**config.mk**
```make
export PLATFORM = sky130hd
export DESIGN_NAME = wss_ctrl
export DESIGN_NICKNAME = d
export VERILOG_FILES = /design/src/design/weighted_swap_type_selector_unit_defines.svh /design/src/design/wss_pkg.sv /design/src/design/wss_ctrl.sv
export SDC_FILE = /design/constraint.sdc
export NUM_CORES = 1
export LEC_CHECK = 0
export ABC_AREA = 1
export BUFFER_PORTS_ARGS = -buffer_cell sky130_fd_sc_hd__buf_2
export CAP_MARGIN = 20
export CORE_AREA = 2 2 39 41
export CTS_CLUSTER_SIZE = 16
export DETAILED_ROUTE_END_ITERATION = 16
export DIE_AREA = 0 0 41 43
export SLEW_MARGIN = 20
export SYNTH_ARGS = -nofsm -noshare
export SYNTH_HDL_FRONTEND = slang
export SYNTH_SLANG_ARGS = --single-unit
```
**constraint.sdc**
```tcl
create_clock -name clk_i -period 1.2 [get_ports clk_i]
set_clock_uncertainty 0.2 [all_clocks]
set_input_delay 0.12 -clock clk_i [delete_from_list [all_inputs] [get_ports clk_i]]
set_output_delay 0.12 -clock clk_i [all_outputs]
set_load 0.005 [all_outputs]
```
**src/design/weighted_swap_type_selector_unit_defines.svh**
```systemverilog
// Assertion macros shared by the weighted swap type selector.
// Depends on nothing; the including module provides clk_i and rst_ni.
`ifndef WEIGHTED_SWAP_TYPE_SELECTOR_UNIT_DEFINES_SVH
`define WEIGHTED_SWAP_TYPE_SELECTOR_UNIT_DEFINES_SVH

// Same-cycle implication, checked outside reset.
`define WSS_ASSERT_NOW(label, ante, cons) \
  label: assert property (@(posedge clk_i) disable iff (!rst_ni) (ante) |-> (cons)) \
    else $error("wss: same-cycle check failed");

// Next-cycle implication, checked outside reset.
`define WSS_ASSERT_NEXT(label, ante, cons) \
  label: assert property (@(posedge clk_i) disable iff (!rst_ni) (ante) |=> (cons)) \
    else $error("wss: next-cycle check failed");

`endif

```
**src/design/wss_pkg.sv**
```systemverilog
// Package of the weighted swap type selector: sizes, codes and the
// command and status bundles between controller and datapath. No dependencies.
package wss_pkg;

  localparam int MAX_TYPES      = 64;
  localparam int COUNT_BITS     = 16;
  localparam int ADDR_BITS      = $clog2(MAX_TYPES);
  localparam int CNT_BITS       = $clog2(MAX_TYPES + 1);
  localparam int WEIGHT_BITS    = 2 * COUNT_BITS;
  localparam int ENTRY_BITS     = 2 * COUNT_BITS;

  localparam int TYPE_BITS      = 6;
  localparam int FIELD_CNT_BITS = 16;
  localparam int FRAC_BITS      = 32;
  localparam int TOTAL_BITS     = 38;
  localparam int TOTAL_HI_BITS  = TOTAL_BITS - FRAC_BITS;
  localparam int USE_BITS       = 7;
  localparam int CFG_DATA_BITS  = 7;
  localparam int CFG_IDX_BITS   = 1;

  typedef enum logic {
    REQ_WRITE = 1'b0,
    REQ_DRAW  = 1'b1
  } wss_req_e;

  typedef enum logic [CFG_IDX_BITS-1:0] {
    CFG_SELECTION_MODE = 1'b0,
    CFG_TYPES_IN_USE   = 1'b1
  } wss_cfg_e;

  typedef enum logic {
    MODE_CANONICAL = 1'b0,
    MODE_GRAND     = 1'b1
  } wss_mode_e;

  typedef struct packed {
    logic write_entry;
    logic start;
    logic issue;
    logic end_sum;
    logic scale_mul;
    logic scale_add;
    logic search;
    logic load_out;
  } wss_cmd_t;

  typedef struct packed {
    logic more;
    logic pipe_busy;
    logic total_zero;
    logic out_free;
  } wss_status_t;

endpackage

```
**src/design/wss_ctrl.sv**
```systemverilog
// Controller of the weighted swap type selector: one-hot sequencer for the
// summing pass, scaling, search pass and result hand-over. Uses wss_pkg.
module wss_ctrl
  import wss_pkg::*;
(
  input  logic        clk_i,
  input  logic        rst_ni,
  input  logic        in_valid_i,
  input  logic        req_type_i,
  output logic        in_stall_o,
  input  wss_status_t status_i,
  output wss_cmd_t    cmd_o
);

  typedef enum logic [5:0] {
    ST_IDLE      = 6'b000001,
    ST_SUM       = 6'b000010,
    ST_SCALE_MUL = 6'b000100,
    ST_SCALE_ADD = 6'b001000,
    ST_SEARCH    = 6'b010000,
    ST_FINISH    = 6'b100000
  } wss_state_e;

  wss_state_e state_q, state_d;
  logic       accept;

  assign in_stall_o = (state_q != ST_IDLE);
  assign accept     = in_valid_i && (state_q == ST_IDLE);

  always_comb begin
    state_d = state_q;
    cmd_o   = '0;
    case (state_q)
      ST_IDLE: begin
        if (accept) begin
          if (req_type_i == REQ_DRAW) begin
            cmd_o.start = 1'b1;
            state_d     = ST_SUM;
          end else begin
            cmd_o.write_entry = 1'b1;
          end
        end
      end
      ST_SUM: begin
        cmd_o.issue = status_i.more;
        if (!status_i.more && !status_i.pipe_busy) begin
          cmd_o.end_sum = 1'b1;
          state_d       = ST_SCALE_MUL;
        end
      end
      ST_SCALE_MUL: begin
        cmd_o.scale_mul = 1'b1;
        state_d = status_i.total_zero ? ST_FINISH : ST_SCALE_ADD;
      end
      ST_SCALE_ADD: begin
        cmd_o.scale_add = 1'b1;
        state_d         = ST_SEARCH;
      end
      ST_SEARCH: begin
        cmd_o.search = 1'b1;
        cmd_o.issue  = status_i.more;
        if (!status_i.more && !status_i.pipe_busy) begin
          state_d = ST_FINISH;
        end
      end
      ST_FINISH: begin
        if (status_i.out_free) begin
          cmd_o.load_out = 1'b1;
          state_d        = ST_IDLE;
        end
      end
      default: begin
        state_d = ST_IDLE;
      end
    endcase
  end

  always_ff @(posedge clk_i or negedge rst_ni) begin
    if (!rst_ni) begin
      state_q <= ST_IDLE;
    end else begin
      state_q <= state_d;
    end
  end

endmodule
```
==> results of run 1 <==
==> repair_timing <==
item                       in CTS  in global routing
buffers inserted                8                  8
pin swaps                       6                 11
hold endpoints to repair        9                  1
setup endpoints to repair      15                 15
resized for setup               6                 23
==> cell usage after synthesis (all sizes together) <==
library cell	instances
or2	1
dfrtp	5
nor3	1
nand3	6
nor2	17
inv	14
dfstp	1
nand2	15
o21ai	1
nand4	3
a21oi	1
==> cells by family after synthesis <==
kind of cell           after synthesis  synth area share (%)
AND/OR/NAND/NOR                     43                  52.6
AO/OA/AOI/OAI                        2                  2.21
flip-flops                           6                  33.5
buffers and inverters               14                  11.6
==> area by class of cell <==
type                       count  area [um^2]
fill                         114          520
multi-input combinational     45          317
timing repair buffer          39          295
sequential                     6          153
inverter                      14         52.6
clock buffer                   4         26.3
tap                           16         20.0
==> tightest hold or removal path: stages <==
cell and delay (ns):
buf_2 0.07, or2_2 0.18, nor2_4 0.03
==> metrics by stage <==
stage	instances	hold WS [ns]	utilization, %
after floorplan	65	-0.376	-
after global placement	104	-0.244	44.4
after detailed placement	104	-0.241	44.4
after CTS	118	-0.0239	53.2
after global routing	124	0.00186	62.4
final	124	-0.0204	62.4
==> metal layers <==
metal	global-route usage [%]	vias up	share of wire, %
met5	0	-	0
met4	10.0	0	3.5
met3	3.14	6	2.9
met2	24.1	13	49
met1	19.9	261	45
li1	-	284	-
==> power by group <==
group | leakage, nW | switching [W] | internal (W) | total, W
registers | 0.0776 | 0.0000527 | 0.000255 | 0.000308
logic | 0.360 | 0.000449 | 0.000481 | 0.000929
clock network | 0.0150 | 0.0000947 | 0.000127 | 0.000222
==> how the worst max path moves through the flow <==
stage / slack (ns) / start / depth (start not counted) / to
2_1_floorplan: -0.12 / state_q[0] / 6 / cmd_o[6]
3_3_place_gp: -0.22 / state_q[2] / 7 / state_q[1]
3_5_place_dp: -0.24 / state_q[0] / 7 / cmd_o[7]
4_1_cts: -0.46 / state_q[0] / 7 / cmd_o[7]
5_1_grt: -0.55 / state_q[0] / 7 / cmd_o[7]
6_report: -0.47 / state_q[0] / 7 / cmd_o[5]
==> results by group, run 1 <==
Clock tree
  • CTS root buf: clkbuf_4
  • Worst-skew pair later-pin latency: 0.26 ns
  • # clock sinks: 6
  • Clk slew on worst S/H paths: ~0.06 ns
  • H-Tree Level Count: 1
  • Clk buf depth: 2
  • CTS tree: yes
  • Cts bufs inserted: 3
  • Post-CTS Hold Buffers: 2

Floorplan
  • IO Count: 17
  • Die ar.: 1760 um^2
  • Row count: 14
  • Initial Util: 32.6%
  • Die X: between 40 and 50 um
  • Chip height: 43 um
  • Core ar.: 1380 um^2

Global routing
  • Vias in the first global route: between 400 and 500
  • GRT overflow: 0
  • Tot GR Track Use: 16.0%
  • First-pass GRT wire length: between 1500 and 2000 um
  • Largest net degree at the start of global routing: 7
  • Initial antenna violation count: 0

Setup path
  • Required @ worst endpoint: 0.88 ns
  • Reg-to-reg critical path endpoint: state_q[1]
  • WP buf/inv: 3
  • Crit-path slowest cell: dfstp_2
  • CP Class: reg2out
  • Crit-path cells: buf_4 -> nor2_4 -> nand3_2 -> nand2_1 -> inv_1 -> nor2_1 -> buf_2
  • CP peak stage delay: roughly 0.55 ns
  • Reg2reg start: state_q[3]
  • Worst R2R Path Depth: 8
  • Cell family with most CP delay: flip-flops
  • Startpoint types: flip-flop
  • Max FO, Critical Path: 3
  • Crit path DAT: 1.35 ns
  • Setup crit end kind: output port
  • FF-to-FF setup slack: -0.33 ns

Finish
  • Diodes inserted: 0
  • Reg with most FFs: state_q
  • Max reg flops: 6
  • Most common cell after layout, fill and taps aside: buf_2
  • Registers with the most flip-flops: state_q: 6 flops
  • Layout Area Growth over Synthesis: 91.1%
  • Most frequent cells in the layout: buf_2, buf_4, nand2_1, buf_6, inv_1
  • Final instance area: 863 um^2
  • # nets final: 117
  • Share of cells above drive strength 1: approximately 66%

Route
  • Drt wl/cell: 10.8 um
  • DR pass1 iterations: 4
  • Initial DRC count: 13
  • DRT Wirelength: 1330 um
  • Via/cell ratio: 4.55
  • Post-route ant nets: 0
  • Drt drc: 0
  • Vias post-DR: around 560

Synth
  • Post-synth cell types: 17
  • Avg Cell Area, Syn: a little under 7 um^2
  • Syn Inst Count: 65
  • Biggest area consumer among synthesized cells: dfrtp_1
  • Syn_nets: 73
  • Post-Syn Area: between 400 and 500 um^2
  • Synth top area share: 27.7%
  • YS warnings: 0
  • Sequential area share after synthesis: between 30% and 40%
  • Top cells by area, synth: dfrtp_1, nor2_4, inv_1, nand2_1, nor2_1
  • Yosys reg bits: 6

Power and ir drop
  • Pwr Total: 0.00146 W
  • Lkg Pwr: 0.452 nW
  • PD cells: 1690 nW/um^2
  • VDD IR max: 0.783 mV

Outcome
  • Outcome: complete, but fails checks
  • Violated checks: hold timing, setup timing

Placement
  • Placer's final routability congestion estimate: 0.779
  • DP Area: ~600 um^2
  • Hpwl dp: 828 um
  • IO buf count: 16
  • Pre-CTS setup slack: -0.244 ns

STA
  • Peak Freq: between 600 and 700 MHz
  • Final Slew Violations: 0
  • RSZ-0062 raised after global routing: yes
  • Setup violations, final: 15
  • Final period utilization: 139%
  • Setup tns final: -5.17 ns
  • Worst Max-Slew Pin Slew: ~0.19 ns
  • Tmin final: roughly 1.7 ns
  • Worst hold margin: -0.0204 ns
  • Hold Fails Final Rpt: 1
  • Rel. slew slack: 87.5%
  • Post-route setup slack: -0.466 ns

Hold path
  • Hold_sp: status_i[2]
  • Hold path depth: 3
  • Hold Crit Class: in2reg
  • Hold Path Sink: state_q[2]

Job
  • Max cap viols: 0
No activity file was read; power rests on OpenSTA's default activity.
==> inputs of run 2 (changes only) <==
--- a/config.mk
+++ b/config.mk
@@ -5,7 +5,6 @@
 export SDC_FILE = /design/constraint.sdc
 export NUM_CORES = 1
 export LEC_CHECK = 0
-export ABC_AREA = 1
 export BUFFER_PORTS_ARGS = -buffer_cell sky130_fd_sc_hd__buf_2
 export CAP_MARGIN = 20
 export CORE_AREA = 2 2 39 41
==> results by group, run 2 <==
Outcome
  • Violated checks: setup timing (was hold timing, setup timing)
  • Outcome: complete, but fails checks (unchanged)

Global routing
  • GRT overflow: 0 (unchanged)
  • Vias in the first global route: 560 (was 484)
  • Initial antenna violation count: 0 (unchanged)
  • Largest net degree at the start of global routing: 7 (unchanged)
  • Tot GR Track Use: 18.6% (was 16.0%)
  • First-pass GRT wire length: 2240 um (was 1870 um)

Synth
  • Post-synth cell types: 25 (was 17)
  • Most common cell in the netlist: nor2_1
  • Yosys reg bits: 6 (unchanged)
  • Synth top area share: 29.0% (was 27.7%)
  • Post-Synth XOR/XNOR Area: 2.03% (was 0%)
  • Top cells by area, synth: dfrtp_1, dfstp_2, nor2b_1, nor2_1, nor3b_1 (was dfrtp_1, nor2_4, inv_1, nand2_1, nor2_1)
  • Most frequent cells after synthesis: nor2_1, dfrtp_1, nand2_1 (was inv_1, nand2_1, nor2_1)
  • Largest family of logic cells by synthesized area: simple AND/OR/NAND/NOR gates (unchanged)
  • Sequential area share after synthesis: 35.1% (was 33.5%)
  • Compound-Gate Fraction of Synth Area: 18.8% (was 2.22%)
  • Post-synth ARST share: 100% (unchanged)
  • YS warnings: 0 (unchanged)
  • Biggest area consumer among synthesized cells: dfrtp_1 (unchanged)
  • Mux cell area share after synthesis: 0% (unchanged)
  • Main flop type after synthesis: dfrtp_1 (unchanged)
  • Avg Cell Area, Syn: 8.99 um^2 (was 6.95 um^2)
  • Post-synth EDFFs: 0 (unchanged)
  • Post-Synth Simple-Gate Area: 39.7% (was 52.6%)
  • Syn Inst Count: 48 (was 65)
  • Adder-cell area share of the yosys netlist: 0% (unchanged)
  • Post-Syn Area: 432 um^2 (was 452 um^2)
  • Syn_nets: 56 (was 73)

Route
  • DRT Wirelength: 1410 um (was 1330 um)
  • Vias post-DR: 553 (was 564)
  • Post-route ant nets: 0 (unchanged)
  • Drt drc: 0 (unchanged)
  • DR pass1 iterations: 3 (was 4)
  • Via/cell ratio: 4.94 (was 4.55)
  • Drt wl/cell: 12.6 um (was 10.8 um)
  • Initial DRC count: 8 (was 13)

Floorplan
  • Initial Util: 31.2% (was 32.6%)
  • Chip height: 43 um (unchanged)
  • Row count: 14 (unchanged)
  • IO Count: 17 (unchanged)
  • Die X: 41 um (unchanged)
  • Core ar.: 1380 um^2 (unchanged)
  • Die ar.: 1760 um^2 (unchanged)

Clock tree
  • CTS root buf: clkbuf_4 (unchanged)
  • H-Tree Level Count: 1 (unchanged)
  • # clock sinks: 6 (unchanged)
  • CTS tree: yes (unchanged)
  • Clk slew on worst S/H paths: 0.04 ns (was 0.06 ns)
  • Cts bufs inserted: 3 (unchanged)
  • Worst-skew pair later-pin latency: 0.25 ns (was 0.26 ns)
  • Clk buf depth: 2 (unchanged)

Finish
  • # nets final: 105 (was 117)
  • Reg with most FFs: state_q (unchanged)
  • Registers with the most flip-flops: state_q: 6 flops (unchanged)
  • Layout Area Growth over Synthesis: 101% (was 91.1%)
  • Final instance area: 868 um^2 (was 863 um^2)
  • Finished Layout Cells: 112 (was 124)
  • Most common cell after layout, fill and taps aside: buf_4 (was buf_2)
  • Diodes inserted: 0 (unchanged)
  • # fillers: 118 (was 114)
  • Max reg flops: 6 (unchanged)
  • Share of cells above drive strength 1: 67.7% (was 65.7%)
  • Most frequent cells in the layout: buf_4, buf_2, buf_6 (was buf_2, buf_4, nand2_1, buf_6, inv_1)

STA
  • Setup tns final: -6.20 ns (was -5.17 ns)
  • Tmin final: 1.77 ns (was 1.67 ns)
  • Worst Max-Slew Pin Slew: 0.280 ns (was 0.187 ns)
  • Rel. slew slack: 81.2% (was 87.5%)
  • RSZ-0062 raised after global routing: yes (unchanged)
  • Hold Fails Final Rpt: 0 (was 1)
  • Final period utilization: 147% (was 139%)
  • Post-route setup slack: -0.565 ns (was -0.466 ns)
  • Setup violations, final: 15 (unchanged)
  • Final Slew Violations: 0 (unchanged)
  • Worst hold margin: 0.00840 ns (was -0.0204 ns)
  • Peak Freq: 567 MHz (was 600 MHz)

Setup path
  • Crit path DAT: 1.45 ns (was 1.35 ns)
  • Setup crit end kind: output port (unchanged)
  • Startpoint types: flip-flop (unchanged)
  • Worst R2R Path Depth: 5 (was 8)
  • Required @ worst endpoint: 0.88 ns (about the same)
  • Max FO, Critical Path: 4 (was 3)
  • CP Class: reg2out (unchanged)

Placement
  • Placer's final routability congestion estimate: 0.720 (was 0.779)
  • Pre-CTS setup slack: -0.382 ns (was -0.244 ns)
  • IO buf count: 16 (unchanged)
  • Placed cell count: 93 (was 104)
  • Hpwl dp: 979 um (was 828 um)
  • DP Area: 647 um^2 (was 614 um^2)

Job
  • Max cap viols: 0 (unchanged)

Hold path
  • Hold Crit Class: in2reg (unchanged)
  • Hold path depth: 3 (unchanged)

Power and ir drop
  • PD cells: 718 nW/um^2 (was 1690 nW/um^2)
  • VDD IR max: 0.459 mV (was 0.783 mV)
  • Lkg Pwr: 0.430 nW (was 0.452 nW)
## run 2: metal layers
metal	vias to the layer above	GRT usage, %	share of wire [%]
met1	270	21.1	37
met3	2	3.14	3.5
met5	-	0	0
li1	269	-	-
met4	0	6.00	0.85
met2	12	32.8	58
## run 2: final cells by class
cell class                      instances  area (um^2)  share of cell area, %
Timing Repair Buffer                   45          333                   38.3
Sequential cell                         6          156                   18.0
Inverter                                3         11.3                   1.30
Clock buffer                            4         26.3                   3.03
Tap cell                               16         20.0                   2.31
Multi-Input combinational cell         38          322                   37.0
## run 2: worst paths after layout
check	startpoint	slack, ns	endpoint
worst min register to register	state_q[0]	0.50	state_q[0]
min in group asynchronous	rst_ni	0.04	state_q[2]
worst max-delay path	state_q[5]	-0.57	cmd_o[2]
max in group asynchronous	rst_ni	0.54	state_q[0]
worst min-delay path	status_i[0]	0.008	state_q[0]
worst max register to register	state_q[0]	-0.36	state_q[5]
## run 2: what timing repair did
| item | 4_1_cts | 5_1_grt |
|---|---|---|
| pin swaps | 4 | 3 |
| hold endpoints to repair | 9 | 0 |
| hold buffers | 5 | 0 |
| buffers inserted | 9 | 1 |
| gates resized for setup | 13 | 8 |
| gates cloned | 0 | 0 |
| setup endpoints to repair | 15 | 15 |
## run 2: worst max-delay path: stages, from the launching register on
cell and delay (ns):
dfrtp_2 0.44, or3_4 0.38, nor4b_4 0.23, buf_2 0.15
## run 2: through the flow
stage	total power [W]	utilization, %
floorplan	0.000288	-
global placement	0.000369	46.7
detailed placement	0.000373	46.7
CTS	0.000612	60.5
global route	0.000671	62.7
finish	0.000624	62.7
## run 2: cells by family after synthesis
group	count (synthesis)
and+or+nand+nor	26
AOI/OAI and AO/OA	11
DFF	6
buffers and inverters	4
xor gates and xnor gates	1
## run 2: power breakdown
part / total (W) / internal [W] / switching (W)
Sequential: 0.000223 / 0.000214 / 0.00000895
Combinational: 0.000200 / 0.000117 / 0.0000829
Clock: 0.000202 / 0.000126 / 0.0000755
Total: 0.000624 / 0.000456 / 0.000167
